==> config.mk <==
export PLATFORM = sky130hd
export DESIGN_NAME = plain_ppm_text_to_bytes_top
export DESIGN_NICKNAME = d
export VERILOG_FILES = /design/src/design/pptb_pkg.sv /design/src/design/pptb_parser.sv /design/src/design/pptb_outq.sv /design/src/design/plain_ppm_text_to_bytes_top.sv
export SDC_FILE = /design/constraint.sdc
export NUM_CORES = 2
export LEC_CHECK = 0
export BUFFER_PORTS_ARGS = -buffer_cell sky130_fd_sc_hd__buf_2
export CAP_MARGIN = 20
export CORE_MARGIN = 1.5
export CORE_UTILIZATION = 61
export DETAILED_ROUTE_END_ITERATION = 10
export HOLD_SLACK_MARGIN = 0.15
export PLACE_DENSITY = 0.82
export SYNTH_ARGS = -nofsm -noshare
export SYNTH_HDL_FRONTEND = slang
export SYNTH_SLANG_ARGS = --single-unit
==> constraint.sdc <==
create_clock -name clk -period 17.3 [get_ports clk]
set_clock_uncertainty 0.1 [all_clocks]
set_input_delay 3.46 -clock clk [delete_from_list [all_inputs] [get_ports clk]]
set_output_delay 3.46 -clock clk [all_outputs]
set_load 0.02 [all_outputs]
==> src/design/pptb_pkg.sv <==
// Package for the plain PPM text-to-bytes block: result type, parser and
// comment-mode codes, tag word characters and the decimal accumulate step.
// No dependencies.
`default_nettype none

package pptb_pkg;

    typedef enum logic [2:0] {
        PH_MAGIC  = 3'd0,
        PH_WIDTH  = 3'd1,
        PH_HEIGHT = 3'd2,
        PH_MAXVAL = 3'd3,
        PH_COMP   = 3'd4,
        PH_DONE   = 3'd5
    } phase_t;

    typedef enum logic [2:0] {
        CM_NONE      = 3'd0,
        CM_LEAD      = 3'd1,
        CM_PREFIX    = 3'd2,
        CM_BYTES     = 3'd3,
        CM_BITS      = 3'd4,
        CM_NUM_BYTES = 3'd5,
        CM_NUM_BITS  = 3'd6,
        CM_SKIP      = 3'd7
    } cmode_t;

    typedef enum logic [2:0] {
        ST_OK      = 3'd0,
        ST_MAGIC   = 3'd1,
        ST_SIZE    = 3'd2,
        ST_MAXVAL  = 3'd3,
        ST_COMP    = 3'd4,
        ST_EARLY   = 3'd5,
        ST_BYTETAG = 3'd6,
        ST_BITTAG  = 3'd7
    } status_t;

    localparam logic KIND_COMP    = 1'b0;
    localparam logic KIND_SUMMARY = 1'b1;

    localparam logic [7:0] CH_HASH  = 8'h23;
    localparam logic [7:0] CH_LF    = 8'h0A;
    localparam logic [7:0] CH_CR    = 8'h0D;
    localparam logic [7:0] CH_SPACE = 8'h20;
    localparam logic [7:0] CH_TAB   = 8'h09;
    localparam logic [7:0] CH_P     = 8'h50;
    localparam logic [7:0] CH_3     = 8'h33;
    localparam logic [7:0] CH_0     = 8'h30;
    localparam logic [7:0] CH_9     = 8'h39;
    localparam logic [7:0] CH_Y     = 8'h59;
    localparam logic [7:0] CH_I     = 8'h49;
    localparam logic [7:0] CH_HIGH  = 8'h80;

    localparam logic [3:0] PREFIX_LEN    = 4'd10;
    localparam logic [3:0] TAG_SPLIT_POS = 4'd11;
    localparam logic [3:0] BYTES_LEN     = 4'd14;
    localparam logic [3:0] BITS_LEN      = 4'd13;

    localparam logic [63:0] DEC_LIMIT = 64'd1844674407370955161;
    localparam logic [63:0] MAXVAL    = 64'd255;

    typedef struct packed {
        logic        kind;
        logic [7:0]  value;
        logic [33:0] index;
        logic [2:0]  status;
        logic [33:0] bytes;
        logic [36:0] bits;
    } pptb_result_t;

    // byte-count tag word, one character per position
    function automatic logic [7:0] bytes_char(input logic [3:0] pos);
        logic [7:0] c;
        unique case (pos)
            4'd0:    c = 8'h4D;
            4'd1:    c = 8'h41;
            4'd2:    c = 8'h4B;
            4'd3:    c = 8'h4F;
            4'd4:    c = 8'h43;
            4'd5:    c = 8'h4F;
            4'd6:    c = 8'h44;
            4'd7:    c = 8'h45;
            4'd8:    c = 8'h5F;
            4'd9:    c = 8'h42;
            4'd10:   c = 8'h59;
            4'd11:   c = 8'h54;
            4'd12:   c = 8'h45;
            4'd13:   c = 8'h53;
            default: c = 8'h00;
        endcase
        return c;
    endfunction

    // bit-count tag word shares the first ten characters
    function automatic logic [7:0] bits_char(input logic [3:0] pos);
        logic [7:0] c;
        unique case (pos)
            4'd10:   c = 8'h49;
            4'd11:   c = 8'h54;
            4'd12:   c = 8'h53;
            4'd13:   c = 8'h00;
            4'd14:   c = 8'h00;
            4'd15:   c = 8'h00;
            default: c = bytes_char(pos);
        endcase
        return c;
    endfunction

    // returns {ok, value}; value holds on overflow
    function automatic logic [64:0] dec_push(input logic [63:0] v, input logic [3:0] d);
        logic ok;
        logic [63:0] nv;
        ok = !((v > DEC_LIMIT) || ((v == DEC_LIMIT) && (d > 4'd5)));
        nv = ok ? ((v << 3) + (v << 1) + {60'd0, d}) : v;
        return {ok, nv};
    endfunction

endpackage

`default_nettype wire

==> src/design/pptb_parser.sv <==
// Token, header and comment-tag state for the PPM text parser. One byte
// per go cycle; gives up to two results. Depends on pptb_pkg.
`default_nettype none

module pptb_parser #(
    parameter int DIM_BITS = 16
) (
    input  wire                   clk,
    input  wire                   rst_n,
    input  wire                   go,
    input  wire [7:0]             text_byte,
    input  wire                   end_of_text,
    output logic                  res0_valid,
    output pptb_pkg::pptb_result_t res0,
    output logic                  res1_valid,
    output pptb_pkg::pptb_result_t res1
);
    import pptb_pkg::*;

    localparam int TOT_W = 2 * DIM_BITS + 2;

    phase_t             phase_reg, phase_next;
    logic               in_token_reg, in_token_next;
    logic [63:0]        token_value_reg, token_value_next;
    logic               token_bad_reg, token_bad_next;
    logic [1:0]         mpos_reg, mpos_next;
    logic [DIM_BITS-1:0] width_reg, width_next;
    logic [TOT_W-1:0]   total_reg, total_next;
    logic [TOT_W-1:0]   emitted_reg, emitted_next;
    cmode_t             cmode_reg, cmode_next;
    logic [3:0]         tpos_reg, tpos_next;
    logic [63:0]        tag_value_reg, tag_value_next;
    logic [1:0]         tag_ok_reg, tag_ok_next;
    logic               bseen_reg, bseen_next;
    logic [63:0]        bval_reg, bval_next;
    logic               tseen_reg, tseen_next;
    logic [63:0]        tval_reg, tval_next;

    function automatic pptb_result_t make_summary(
        input logic [2:0]       st_in,
        input logic [TOT_W-1:0] emitted,
        input logic [TOT_W-1:0] total,
        input logic             bseen,
        input logic [63:0]      bval,
        input logic             tseen,
        input logic [63:0]      tval
    );
        pptb_result_t r;
        logic [2:0]  st;
        logic [63:0] tot64;
        logic [63:0] nb;
        logic [63:0] nbits;
        st    = st_in;
        tot64 = 64'(total);
        nb    = 64'd0;
        nbits = 64'd0;
        if (st == ST_OK) begin
            nb = tot64;
            if (bseen) begin
                if (bval > tot64)
                    st = ST_BYTETAG;
                else
                    nb = bval;
            end
            if (st == ST_OK) begin
                if (tseen) begin
                    if (tval > (nb << 3))
                        st = ST_BITTAG;
                    else
                        nbits = tval;
                end
                else begin
                    nbits = nb << 3;
                end
            end
            if (st != ST_OK) begin
                nb    = 64'd0;
                nbits = 64'd0;
            end
        end
        r.kind   = KIND_SUMMARY;
        r.value  = 8'd0;
        r.index  = 34'(64'(emitted));
        r.status = st;
        r.bytes  = nb[33:0];
        r.bits   = nbits[36:0];
        return r;
    endfunction

    always_comb
    begin
        logic             blank;
        logic             digit;
        logic             delim;
        logic             do_end;
        logic             hash_pend;
        logic             lead_hold;
        logic             dim_ok;
        logic [64:0]      pushed;
        logic [3:0]       tlen;
        logic [7:0]       tch;
        logic [2*DIM_BITS-1:0] prod;
        pptb_result_t     pend;
        logic             pend_valid;

        phase_next       = phase_reg;
        in_token_next    = in_token_reg;
        token_value_next = token_value_reg;
        token_bad_next   = token_bad_reg;
        mpos_next        = mpos_reg;
        width_next       = width_reg;
        total_next       = total_reg;
        emitted_next     = emitted_reg;
        cmode_next       = cmode_reg;
        tpos_next        = tpos_reg;
        tag_value_next   = tag_value_reg;
        tag_ok_next      = tag_ok_reg;
        bseen_next       = bseen_reg;
        bval_next        = bval_reg;
        tseen_next       = tseen_reg;
        tval_next        = tval_reg;

        res0_valid = 1'b0;
        res1_valid = 1'b0;
        res0       = '0;
        res1       = '0;
        pend       = '0;
        pend_valid = 1'b0;

        blank     = (text_byte == CH_SPACE) || (text_byte == CH_TAB);
        digit     = (text_byte >= CH_0) && (text_byte <= CH_9);
        delim     = (text_byte <= CH_SPACE) || (text_byte >= CH_HIGH);
        do_end    = 1'b0;
        hash_pend = 1'b0;
        lead_hold = 1'b0;
        pushed    = dec_push(token_value_reg, text_byte[3:0]);
        tlen      = BYTES_LEN;
        tch       = 8'd0;
        prod      = '0;
        dim_ok    = 1'b0;

        if (phase_reg == PH_DONE) begin
            // drop everything up to the frame end
        end
        else if (cmode_reg != CM_NONE) begin
            if ((text_byte == CH_LF) || (text_byte == CH_CR)) begin
                if (tag_ok_reg == 2'd1) begin
                    if (cmode_reg == CM_NUM_BYTES) begin
                        bseen_next = 1'b1;
                        bval_next  = tag_value_reg;
                    end
                    else if (cmode_reg == CM_NUM_BITS) begin
                        tseen_next = 1'b1;
                        tval_next  = tag_value_reg;
                    end
                end
                cmode_next = CM_NONE;
            end
            else begin
                if (cmode_reg == CM_LEAD) begin
                    if (blank) begin
                        lead_hold = 1'b1;
                    end
                    else begin
                        cmode_next = CM_PREFIX;
                        tpos_next  = 4'd0;
                    end
                end
                if (!lead_hold) begin
                    unique case (cmode_next)
                        CM_PREFIX:
                        begin
                            if (tpos_next < PREFIX_LEN) begin
                                if (text_byte == bytes_char(tpos_next))
                                    tpos_next = tpos_next + 4'd1;
                                else
                                    cmode_next = CM_SKIP;
                            end
                            else if (text_byte == CH_Y) begin
                                cmode_next = CM_BYTES;
                                tpos_next  = TAG_SPLIT_POS;
                            end
                            else if (text_byte == CH_I) begin
                                cmode_next = CM_BITS;
                                tpos_next  = TAG_SPLIT_POS;
                            end
                            else begin
                                cmode_next = CM_SKIP;
                            end
                        end
                        CM_BYTES, CM_BITS:
                        begin
                            tlen = (cmode_next == CM_BYTES) ? BYTES_LEN : BITS_LEN;
                            tch  = (cmode_next == CM_BYTES) ? bytes_char(tpos_next)
                                                            : bits_char(tpos_next);
                            if ((tpos_next < tlen) && (text_byte == tch)) begin
                                tpos_next = tpos_next + 4'd1;
                                if (tpos_next == tlen) begin
                                    cmode_next = (cmode_next == CM_BYTES) ? CM_NUM_BYTES
                                                                          : CM_NUM_BITS;
                                    tag_value_next = 64'd0;
                                    tag_ok_next    = 2'd0;
                                end
                            end
                            else begin
                                cmode_next = CM_SKIP;
                            end
                        end
                        CM_NUM_BYTES, CM_NUM_BITS:
                        begin
                            if (digit) begin
                                if (tag_ok_reg != 2'd2) begin
                                    pushed = dec_push(tag_value_reg, text_byte[3:0]);
                                    tag_ok_next = pushed[64] ? 2'd1 : 2'd2;
                                    tag_value_next = pushed[63:0];
                                end
                            end
                            else if (!(blank && (tag_ok_reg == 2'd0))) begin
                                if (tag_ok_reg == 2'd1) begin
                                    if (cmode_reg == CM_NUM_BYTES) begin
                                        bseen_next = 1'b1;
                                        bval_next  = tag_value_reg;
                                    end
                                    else begin
                                        tseen_next = 1'b1;
                                        tval_next  = tag_value_reg;
                                    end
                                end
                                cmode_next = CM_SKIP;
                            end
                        end
                        default:
                        begin
                        end
                    endcase
                end
            end
        end
        else if (text_byte == CH_HASH) begin
            do_end    = in_token_reg;
            hash_pend = 1'b1;
        end
        else if (delim) begin
            do_end = in_token_reg;
        end
        else begin
            if (!in_token_reg) begin
                in_token_next    = 1'b1;
                token_value_next = 64'd0;
                token_bad_next   = 1'b0;
                mpos_next        = 2'd0;
            end
            if (phase_reg == PH_MAGIC) begin
                if ((mpos_next == 2'd0) && (text_byte == CH_P))
                    mpos_next = 2'd1;
                else if ((mpos_next == 2'd1) && (text_byte == CH_3))
                    mpos_next = 2'd2;
                else
                    token_bad_next = 1'b1;
            end
            else if (digit) begin
                pushed = dec_push(token_value_next, text_byte[3:0]);
                if (!token_bad_next) begin
                    if (pushed[64])
                        token_value_next = pushed[63:0];
                    else
                        token_bad_next = 1'b1;
                end
            end
            else begin
                token_bad_next = 1'b1;
            end
        end

        // end of stream closes a pending token
        if (end_of_text && (phase_reg != PH_DONE) && in_token_next)
            do_end = 1'b1;

        if (do_end) begin
            dim_ok = !token_bad_next && (token_value_next != 64'd0) &&
                     ((token_value_next >> DIM_BITS) == 64'd0);
            in_token_next = 1'b0;
            unique case (phase_reg)
                PH_MAGIC:
                begin
                    if (token_bad_next || (mpos_next != 2'd2)) begin
                        pend = make_summary(ST_MAGIC, emitted_next, total_next,
                                            bseen_next, bval_next, tseen_next, tval_next);
                        pend_valid = 1'b1;
                        phase_next = PH_DONE;
                    end
                    else begin
                        phase_next = PH_WIDTH;
                    end
                end
                PH_WIDTH:
                begin
                    if (!dim_ok) begin
                        pend = make_summary(ST_SIZE, emitted_next, total_next,
                                            bseen_next, bval_next, tseen_next, tval_next);
                        pend_valid = 1'b1;
                        phase_next = PH_DONE;
                    end
                    else begin
                        width_next = token_value_next[DIM_BITS-1:0];
                        phase_next = PH_HEIGHT;
                    end
                end
                PH_HEIGHT:
                begin
                    if (!dim_ok) begin
                        pend = make_summary(ST_SIZE, emitted_next, total_next,
                                            bseen_next, bval_next, tseen_next, tval_next);
                        pend_valid = 1'b1;
                        phase_next = PH_DONE;
                    end
                    else begin
                        prod       = width_reg * token_value_next[DIM_BITS-1:0];
                        total_next = (TOT_W'(prod) << 1) + TOT_W'(prod);
                        phase_next = PH_MAXVAL;
                    end
                end
                PH_MAXVAL:
                begin
                    if (token_bad_next || (token_value_next != MAXVAL)) begin
                        pend = make_summary(ST_MAXVAL, emitted_next, total_next,
                                            bseen_next, bval_next, tseen_next, tval_next);
                        pend_valid = 1'b1;
                        phase_next = PH_DONE;
                    end
                    else begin
                        phase_next = PH_COMP;
                    end
                end
                PH_COMP:
                begin
                    if (token_bad_next || (token_value_next > MAXVAL)) begin
                        pend = make_summary(ST_COMP, emitted_next, total_next,
                                            bseen_next, bval_next, tseen_next, tval_next);
                        pend_valid = 1'b1;
                        phase_next = PH_DONE;
                    end
                    else begin
                        res0_valid   = 1'b1;
                        res0.kind    = KIND_COMP;
                        res0.value   = token_value_next[7:0];
                        res0.index   = 34'(64'(emitted_reg));
                        res0.status  = ST_OK;
                        res0.bytes   = 34'd0;
                        res0.bits    = 37'd0;
                        emitted_next = emitted_reg + 1'b1;
                        if (emitted_next == total_next) begin
                            pend = make_summary(ST_OK, emitted_next, total_next,
                                                bseen_next, bval_next, tseen_next,
                                                tval_next);
                            pend_valid = 1'b1;
                            phase_next = PH_DONE;
                        end
                    end
                end
                default:
                begin
                end
            endcase
        end

        if (hash_pend && (phase_next != PH_DONE)) begin
            cmode_next     = CM_LEAD;
            tpos_next      = 4'd0;
            tag_value_next = 64'd0;
            tag_ok_next    = 2'd0;
        end

        if (end_of_text && (phase_next != PH_DONE) && !pend_valid) begin
            pend = make_summary(ST_EARLY, emitted_next, total_next,
                                bseen_next, bval_next, tseen_next, tval_next);
            pend_valid = 1'b1;
        end

        // place the summary after any component
        if (pend_valid) begin
            if (res0_valid) begin
                res1_valid = 1'b1;
                res1       = pend;
            end
            else begin
                res0_valid = 1'b1;
                res0       = pend;
            end
        end

        if (end_of_text) begin
            phase_next       = PH_MAGIC;
            in_token_next    = 1'b0;
            token_value_next = 64'd0;
            token_bad_next   = 1'b0;
            mpos_next        = 2'd0;
            width_next       = '0;
            total_next       = '0;
            emitted_next     = '0;
            cmode_next       = CM_NONE;
            tpos_next        = 4'd0;
            tag_value_next   = 64'd0;
            tag_ok_next      = 2'd0;
            bseen_next       = 1'b0;
            bval_next        = 64'd0;
            tseen_next       = 1'b0;
            tval_next        = 64'd0;
        end
    end

    always_ff @(posedge clk or negedge rst_n)
    begin
        if (!rst_n) begin
            phase_reg       <= PH_MAGIC;
            in_token_reg    <= 1'b0;
            token_value_reg <= 64'd0;
            token_bad_reg   <= 1'b0;
            mpos_reg        <= 2'd0;
            width_reg       <= '0;
            total_reg       <= '0;
            emitted_reg     <= '0;
            cmode_reg       <= CM_NONE;
            tpos_reg        <= 4'd0;
            tag_value_reg   <= 64'd0;
            tag_ok_reg      <= 2'd0;
            bseen_reg       <= 1'b0;
            bval_reg        <= 64'd0;
            tseen_reg       <= 1'b0;
            tval_reg        <= 64'd0;
        end
        else if (go) begin
            phase_reg       <= phase_next;
            in_token_reg    <= in_token_next;
            token_value_reg <= token_value_next;
            token_bad_reg   <= token_bad_next;
            mpos_reg        <= mpos_next;
            width_reg       <= width_next;
            total_reg       <= total_next;
            emitted_reg     <= emitted_next;
            cmode_reg       <= cmode_next;
            tpos_reg        <= tpos_next;
            tag_value_reg   <= tag_value_next;
            tag_ok_reg      <= tag_ok_next;
            bseen_reg       <= bseen_next;
            bval_reg        <= bval_next;
            tseen_reg       <= tseen_next;
            tval_reg        <= tval_next;
        end
    end

endmodule

`default_nettype wire

==> src/design/pptb_outq.sv <==
// Four-entry result queue: takes up to two results per cycle, gives one.
// Depends on pptb_pkg.
`default_nettype none

module pptb_outq (
    input  wire                    clk,
    input  wire                    rst_n,
    input  wire                    push0,
    input  pptb_pkg::pptb_result_t data0,
    input  wire                    push1,
    input  pptb_pkg::pptb_result_t data1,
    output logic                   room,
    output logic                   out_valid,
    input  wire                    out_ready,
    output pptb_pkg::pptb_result_t out_data
);
    import pptb_pkg::*;

    pptb_result_t mem_reg [4];
    logic [1:0]   wr_reg, wr_next;
    logic [1:0]   rd_reg, rd_next;
    logic [2:0]   cnt_reg, cnt_next;
    logic         pop;

    assign room      = (cnt_reg <= 3'd2);
    assign out_valid = (cnt_reg != 3'd0);
    assign out_data  = mem_reg[rd_reg];
    assign pop       = out_valid && out_ready;

    always_comb
    begin
        wr_next  = wr_reg + {1'b0, push0} + {1'b0, push1};
        rd_next  = rd_reg + {1'b0, pop};
        cnt_next = cnt_reg + {2'b0, push0} + {2'b0, push1} - {2'b0, pop};
    end

    always_ff @(posedge clk)
    begin
        if (push0)
            mem_reg[wr_reg] <= data0;
        if (push1)
            mem_reg[wr_reg + 2'd1] <= data1;
    end

    always_ff @(posedge clk or negedge rst_n)
    begin
        if (!rst_n) begin
            wr_reg  <= 2'd0;
            rd_reg  <= 2'd0;
            cnt_reg <= 3'd0;
        end
        else begin
            wr_reg  <= wr_next;
            rd_reg  <= rd_next;
            cnt_reg <= cnt_next;
        end
    end

endmodule

`default_nettype wire

==> src/design/plain_ppm_text_to_bytes_top.sv <==
// Top level of the plain PPM (P3) text-to-bytes parser: input register,
// parser state and result queue. Depends on pptb_pkg, pptb_parser, pptb_outq.
//
// Usage: feed one text character per request on the input channel
// (text_byte, end_of_text marks the last byte of a frame). Each component of
// the image comes out as a kind 0 request with its value and index; after the
// last component, on a header or component error, or at an early end of
// text, one kind 1 summary carries status, payload_bytes and payload_bits.
// Input after the summary is dropped up to the end_of_text byte, and the
// byte after that starts a new frame.
// A request is first held in the input register, parsed combinationally from it
// once the result queue has room, and written to the result queue; out_valid is
// decoded from the queue count, so it rises once a result is in the queue.
// Throughput: one character per cycle while the queue has room; the byte/character
// state machine updates its state on every accepted byte. A byte that makes two
// results leaves both in the queue to drain, so the input pauses when the
// four-entry result queue holds more than two requests.
// Reset clears all parser state to the start of a frame and empties the
// queue. When the receiver stalls the queue fills, then in_ready drops and
// the held input byte waits.
`default_nettype none

module plain_ppm_text_to_bytes_top #(
    parameter int DIM_BITS = 16
) (
    input  wire         clk,
    input  wire         rst_n,
    input  wire         in_valid,
    output logic        in_ready,
    input  wire  [7:0]  text_byte,
    input  wire         end_of_text,
    output logic        out_valid,
    input  wire         out_ready,
    output logic        kind,
    output logic [7:0]  component_value,
    output logic [33:0] component_index,
    output logic [2:0]  status,
    output logic [33:0] payload_bytes,
    output logic [36:0] payload_bits
);
    import pptb_pkg::*;

    logic         stg_valid_reg;
    logic [7:0]   stg_byte_reg;
    logic         stg_last_reg;
    logic         room;
    logic         go;
    logic         res0_valid;
    logic         res1_valid;
    pptb_result_t res0;
    pptb_result_t res1;
    pptb_result_t head;

    assign go       = stg_valid_reg && room;
    assign in_ready = !stg_valid_reg || go;

    always_ff @(posedge clk or negedge rst_n)
    begin
        if (!rst_n)
            stg_valid_reg <= 1'b0;
        else if (in_ready)
            stg_valid_reg <= in_valid;
    end

    always_ff @(posedge clk)
    begin
        if (in_ready && in_valid) begin
            stg_byte_reg <= text_byte;
            stg_last_reg <= end_of_text;
        end
    end

    pptb_parser #(
        .DIM_BITS(DIM_BITS)
    ) u_parser (
        .clk         (clk),
        .rst_n       (rst_n),
        .go          (go),
        .text_byte   (stg_byte_reg),
        .end_of_text (stg_last_reg),
        .res0_valid  (res0_valid),
        .res0        (res0),
        .res1_valid  (res1_valid),
        .res1        (res1)
    );

    pptb_outq u_outq (
        .clk       (clk),
        .rst_n     (rst_n),
        .push0     (go && res0_valid),
        .data0     (res0),
        .push1     (go && res1_valid),
        .data1     (res1),
        .room      (room),
        .out_valid (out_valid),
        .out_ready (out_ready),
        .out_data  (head)
    );

    assign kind            = head.kind;
    assign component_value = head.value;
    assign component_index = head.index;
    assign status          = head.status;
    assign payload_bytes   = head.bytes;
    assign payload_bits    = head.bits;

    a_second_needs_first: assert property (@(posedge clk) disable iff (!rst_n)
        (go && res1_valid) |-> res0_valid)
        else $error("second result without first");

    a_second_is_summary: assert property (@(posedge clk) disable iff (!rst_n)
        (go && res1_valid) |-> (res1.kind == KIND_SUMMARY && res0.kind == KIND_COMP))
        else $error("second result is not a summary after a component");

    a_comp_clean: assert property (@(posedge clk) disable iff (!rst_n)
        (out_valid && kind == KIND_COMP) |->
            (status == ST_OK && payload_bytes == 34'd0 && payload_bits == 37'd0))
        else $error("component result with summary fields set");

endmodule

`default_nettype wire

=== After elaboration in Yosys (flattened, before gate mapping) ===
Memories as Yosys holds them, arrays and structs flattened.
Cells that the tools add are included.
W data, S select, Z words.

* Register bits after elaboration: 375
* Latch bits: 0
* Bits in writable memories: 468
* Bits in read-only memories: 288
* Memories: 4

* Add/subtract/negate cells: 14
* Multiply operators: 1
* Divide/modulo/power cells: 0
* $lt $le $gt $ge: 13
* Eq/ne operators: 49
* Shifts and indexed selects: 0
* Mux-type cells: 267
* Bitwise gates (word level): 0
* Reductions and logical operators: 56

{| class="wikitable"
|+ Memories
! memory !! depth !! bits a word !! read ports !! clocked after memory_dff !! wr ports !! RTL line !! RTL
|-
| u_outq.mem_reg || 4 || 117 || 1 || 0 || 2 || pptb_outq.sv:19 || <nowiki>pptb_result_t mem_reg [4];</nowiki>
|-
| (name not given) || 16 || 6 || 1 || 0 || 0 || pptb_pkg.sv:75 || <nowiki>unique case (pos)</nowiki>
|-
| (name not given) || 16 || 6 || 1 || 0 || 0 || pptb_pkg.sv:75 ||
|-
| (name not given) || 16 || 6 || 1 || 0 || 0 || pptb_pkg.sv:75 ||
|}

{| class="wikitable"
|+ Operators with widths
! cell !! count
|-
| $mux W64 || 48
|-
| $mux W117 || 13
|-
| $pmux W117 S4 || 1
|-
| $mux W61 || 6
|-
| $mux W34 || 9
|-
| $mux W37 || 4
|-
| $mux W8 || 17
|-
| $add A64 B4 Y64 || 2
|-
| $add A64 B64 Y64 || 2
|-
| $eq A64 B61 Y1 const B || 2
|-
| $gt A64 B61 Y1 const B || 2
|-
| $pmux W64 S2 || 1
|-
| $mux W116 || 1
|-
| $mux W3 || 38
|-
| $mux W1 || 76
|-
| $gt A64 B34 Y1 || 1
|-
| $gt A64 B64 Y1 || 1
|-
| $gt A64 B8 Y1 const B || 1
|-
| $logic_not A64 Y1 || 1
|-
| $mux W16 || 4
|-
| $mux W4 || 16
|-
| $ne A64 B8 Y1 const B || 1
|-
| $reduce_bool A64 Y1 || 1
|-
| $mux W2 || 27
|-
| 50 further kinds || 125
|}

=== Longest topological paths before layout ===
* Depth in word-level cells: 39
* Depth in mapped cells: 52
* Depth with buffers taken out: 47

=== Hierarchy ===
Synthesis repeated with hierarchy kept, for this count alone.

* Cells, all modules: 6,619
* Area, all modules: 67,912.6 um2

{| class="wikitable"
|+ Modules (own cells, without submodules)
! module !! times used !! cells each !! area each (um2)
|-
| pptb_parser || 1 || 5,435 || 44,427.6
|-
| pptb_outq || 1 || 1,168 || 23,142.2
|-
| plain_ppm_text_to_bytes_top || 1 || 16 || 342.8
|}

=== Least setup slack after synthesis ===
No wires, ideal clock.

* Kind: reg2reg
* Start point: register u_parser.in_token_reg
* End point: memory u_outq.mem_reg[0][0] (netlist name) (enable)
* Setup time: 0.728 ns
* Arrival time: 13.935 ns
* Required time: 16.472 ns
* Path slack: 2.538 ns
* Stages on the path, launching flop included: 27
* Buffers on the path: 6
* Period minus slack after synthesis: 14.762 ns
* Cell sequence: dfrtp_1 > buf_2 > clkbuf_1 > clkbuf_1 > clkbuf_1 > and2_1 > ha_1 > ha_1 > a21o_1 > or4_1 > o211ai_2 > o211ai_1 > a21boi_1 > o31ai_1 > xor2_1 > a32oi_1 > nand4_1 > or4_1 > or4_4 > nor4_4 > nand3_1 > a21oi_1 > a32o_1 > buf_4 > o31ai_4 > buf_6 > o21ai_0

{| class="wikitable"
|+ RTL lines
! item !! RTL line !! RTL
|-
| start, declared || pptb_parser.sv:23 || <nowiki>logic in_token_reg, in_token_next;</nowiki>
|-
| start signal, assigned || pptb_parser.sv:434 || <nowiki>in_token_reg <= in_token_next;</nowiki>
|-
| end, declared || pptb_outq.sv:19 ||
|}

=== Worst setup path after layout ===
* Start point: register u_parser.in_token_reg
* End point: register u_parser.total_reg[33]

* Longest elaborated chain between the ends: 22

{| class="wikitable"
|+ Ends and longest elaborated chain
! item !! RTL line !! RTL
|-
| parallel branches: the longest is 22 deep, another holds $add A64 B64 Y64 || -- ||
|-
| end signal, assigned || pptb_parser.sv:439 || <nowiki>total_reg <= total_next;</nowiki>
|-
| end, declared || pptb_parser.sv:28 || <nowiki>logic [TOT_W-1:0] total_reg, total_next;</nowiki>
|}

Several ways; the timed one is not identified. The select of a mux whose other input is x is not followed.
A chain may end at the register's enable or synchronous reset.

==> results.yml <==
run_status:
  outcome: "finished, violations left"
  violations: "design-rule violations"
global_routing:
  grt_remaining_overflow: 0
  grt_use_total_pct: 34.5
  grt_max_degree: 141
  antenna_found_initial: 4
  first_global_vias: 52328
  grt_pass1_wl_mm: 290
cts:
  clk_pin_slew_ns: 0.06
  cts_tree: "yes"
  holdBufCountCts: 0
  clock_sinks: 843
  root_buffer: "clkbuf_16"
  clkLatencyLatePin_ns: 0.70
  numCtsBuffers: 88
  h-tree-depth: 3
  cts_setup_buffers: 0
  clk_path_buf_depth: 3
  cts_resized: 0
timing:
  finalSetupViolCount: 0
  rsz0062_at_grt: "no"
  relSlewSlack_pct: 21.9
  timing.final.crit_share_pct: 69.6
  hold_viol: 0
  slew_viol_final: 0
  worstMarginPinSlew_ns: 1.17
  setup_tns_ns: 0
  worst_slack_ns: 5.27
  fmax_mhz: 83.1
  fin_crit_ns: 12.03
yosys:
  ys_seq_area_share_pct: 36.7
  synth-edff-count: 445
  synth_area_leaders: "edfxtp_1 (21%), dfrtp_1 (15%), ha_1 (9.7%)"
  yosysWarnings: 0
  synth_top_flop_cell: "edfxtp_1"
  ys_async_sr_fraction_pct: 43.4
  synthCells: 6664
  avgSynthCellArea_um2: 9.46
  yosysTopAreaCell: "edfxtp_1"
  synth_seq_cells: 843
  synth.top_cell.area_share_pct: 21.2
  synth_area_um2: 63100
  ys_types: 110
  post-synth-top-count-cell: "nand2_1"
  synth_common_cells: "nand2_1 (969), nor2_1 (590), ha_1 (487), edfxtp_1 (445), o21ai_0 (415)"
drt:
  wl_per_cell_um: 23.0
  viasPerCell: 6.58
  ant_nets: 0
  firstDrtPassIters: 11
  drtIter0Drc: 6357
  routed_wl_mm: 185
  vias: 53028
  drc: 1
power_and_ir_drop:
  clkPwrFrac_pct: 31.3
  seqPwrFrac_pct: 39.1
  power.density_nw_per_um2: 92.9
  switchingPower_mw: 2.28
  leakage_nw: 29.7
  power.share.switching_pct: 36.2
  peakVddDrop_uv: 148
  pwr-share-comb_pct: 29.6
  internal-power_mw: 4.02
  power.total_mw: 6.30
floorplan:
  die-area_um2: 105000
  die_x_um: 325
  design.core.area_um2: 102000
  io_pins: 132
  die_h_um: 325
  start_util_pct: 61.7
  num_rows: 117
finish:
  largest_register_ffs: 468
  syn_to_final_growth_pct: 7.51
  nNetsFinal: 7324
  drive_above_1_share_pct: 9.44
  num_antenna_cells: 0
  nFillCells: 7839
setup_path:
  critPathTopFamily: "compound AO/OA/AOI/OAI gates"
  cp.required_ns: 17.78
  critical_path_buf_inv_count: 6
  r2r_slack_ns: 5.27
  critPathMaxFanout: 78
  path_common_cell: "fa_1"
  crit_type: "flop to flop"
  cp.arrival_ns: 12.51
  cp-start-kind: "flop"
  critPathSlowestCell: "a32o_1"
  cpPeakStageDelay_ns: 0.83
  cp-end-kind: "flop"
place:
  hpwlAfterDp_mm: 129
  port_buffers: 131
  dpl_worst_slack_ns: 5.47
  place_congestion: 0.949
worst_hold_path:
  hp-class: "flop to flop"
run:
  maxCapViolCount: 0
[power groups by stage]
stage,combinational [mW],sequential (mW),clock [mW]
2_1_floorplan,1.32,2.42,0
3_3_place_gp,1.82,2.48,0
3_5_place_dp,1.83,2.50,0
4_1_cts,1.84,2.46,1.98
5_1_grt,1.95,2.48,2.06
6_report,1.87,2.46,1.97
[worst paths after layout]
path | startpoint | to | cells past startpoint
setup / recovery | u_parser.in_token_reg$_DFFE_PN0P_ | u_parser.total_reg[33]$_DFFE_PN0P_ | 42
hold / removal | u_outq.mem_reg[1][114]$_SDFFE_PP0P_ | u_outq.mem_reg[1][114]$_SDFFE_PP0P_ | 2
setup reg to reg | u_parser.in_token_reg$_DFFE_PN0P_ | u_parser.total_reg[33]$_DFFE_PN0P_ | 42
hold reg to reg | u_outq.mem_reg[1][114]$_SDFFE_PP0P_ | u_outq.mem_reg[1][114]$_SDFFE_PP0P_ | 2
max in group asynchronous | rst_n | u_outq.rd_reg[0]$_DFF_PN0_ | 3
min in group asynchronous | rst_n | u_parser.tag_value_reg[56]$_DFFE_PN0P_ | 1
[metal layers]
layer | vias to the layer above | global-route usage [%] | routed length (um)
li1 | 23639 | - | -
met1 | 25674 | 45.4 | 70900
met2 | 3109 | 54.9 | 85300
met3 | 602 | 6.41 | 19100
met4 | 4 | 17.6 | 9830
met5 | - | 0 | 28
[final cells by class]
cell class	count	area, um2	area share [%]
Tap cell	1368	1710	2.52
Multi-Input combinational cell	5099	37200	54.8
Clock inverter	38	445	0.657
Inverter	365	1380	2.03
Clock buffer	124	2520	3.72
Sequential cell	843	23200	34.2
Timing Repair Buffer	226	1390	2.05
[placed cells by master, fill, tap and decap left out, types with 70 or more instances in the layout]
| cell type | instances |
|---|---|
| a21o_1 | 107 |
| a21oi_1 | 287 |
| a22o_1 | 149 |
| and2_1 | 209 |
| buf_2 | 131 |
| buf_4 | 92 |
| clkbuf_16 | 89 |
| dfrtp_1 | 363 |
| edfxtp_1 | 445 |
| fa_1 | 201 |
| ha_1 | 487 |
| inv_1 | 355 |
| mux4_2 | 117 |
| nand2_1 | 969 |
| nand3_1 | 109 |
| nand4_1 | 76 |
| nor2_1 | 587 |
| nor3_1 | 73 |
| o21ai_0 | 408 |
| o31ai_1 | 70 |
| xnor2_1 | 169 |
| xor2_1 | 109 |
[kinds of logic after synthesis]
family / synth area share, %
AND/OR/NAND/NOR: 17.3
buffers and inverters: 4.76
multiplexers: 5.01
other: 0.00595
flip-flops: 36.7
adder cells (fa/ha/maj): 16.0
AO/OA/AOI/OAI: 16.3
XOR/XNOR: 3.86
[through the flow]
stage	std cells	area (um2)	hold slack, ns	utilization [%]
after CTS	8063	67800	0.358	66.3
after global routing	8063	67800	0.383	66.3
final	8063	67800	0.352	66.3
after detailed placement	7901	64800	0.345	63.4
after global placement	7899	64800	0.330	63.4
after floorplan	6690	63200	0.320	-
[tightest hold or removal path: stages, from the launching register on]
cell and delay (ns):
dfxtp_1 0.32, nand2_1 0.04, o21ai_0 0.06
Note: power is estimated with default switching activity, not from simulation.
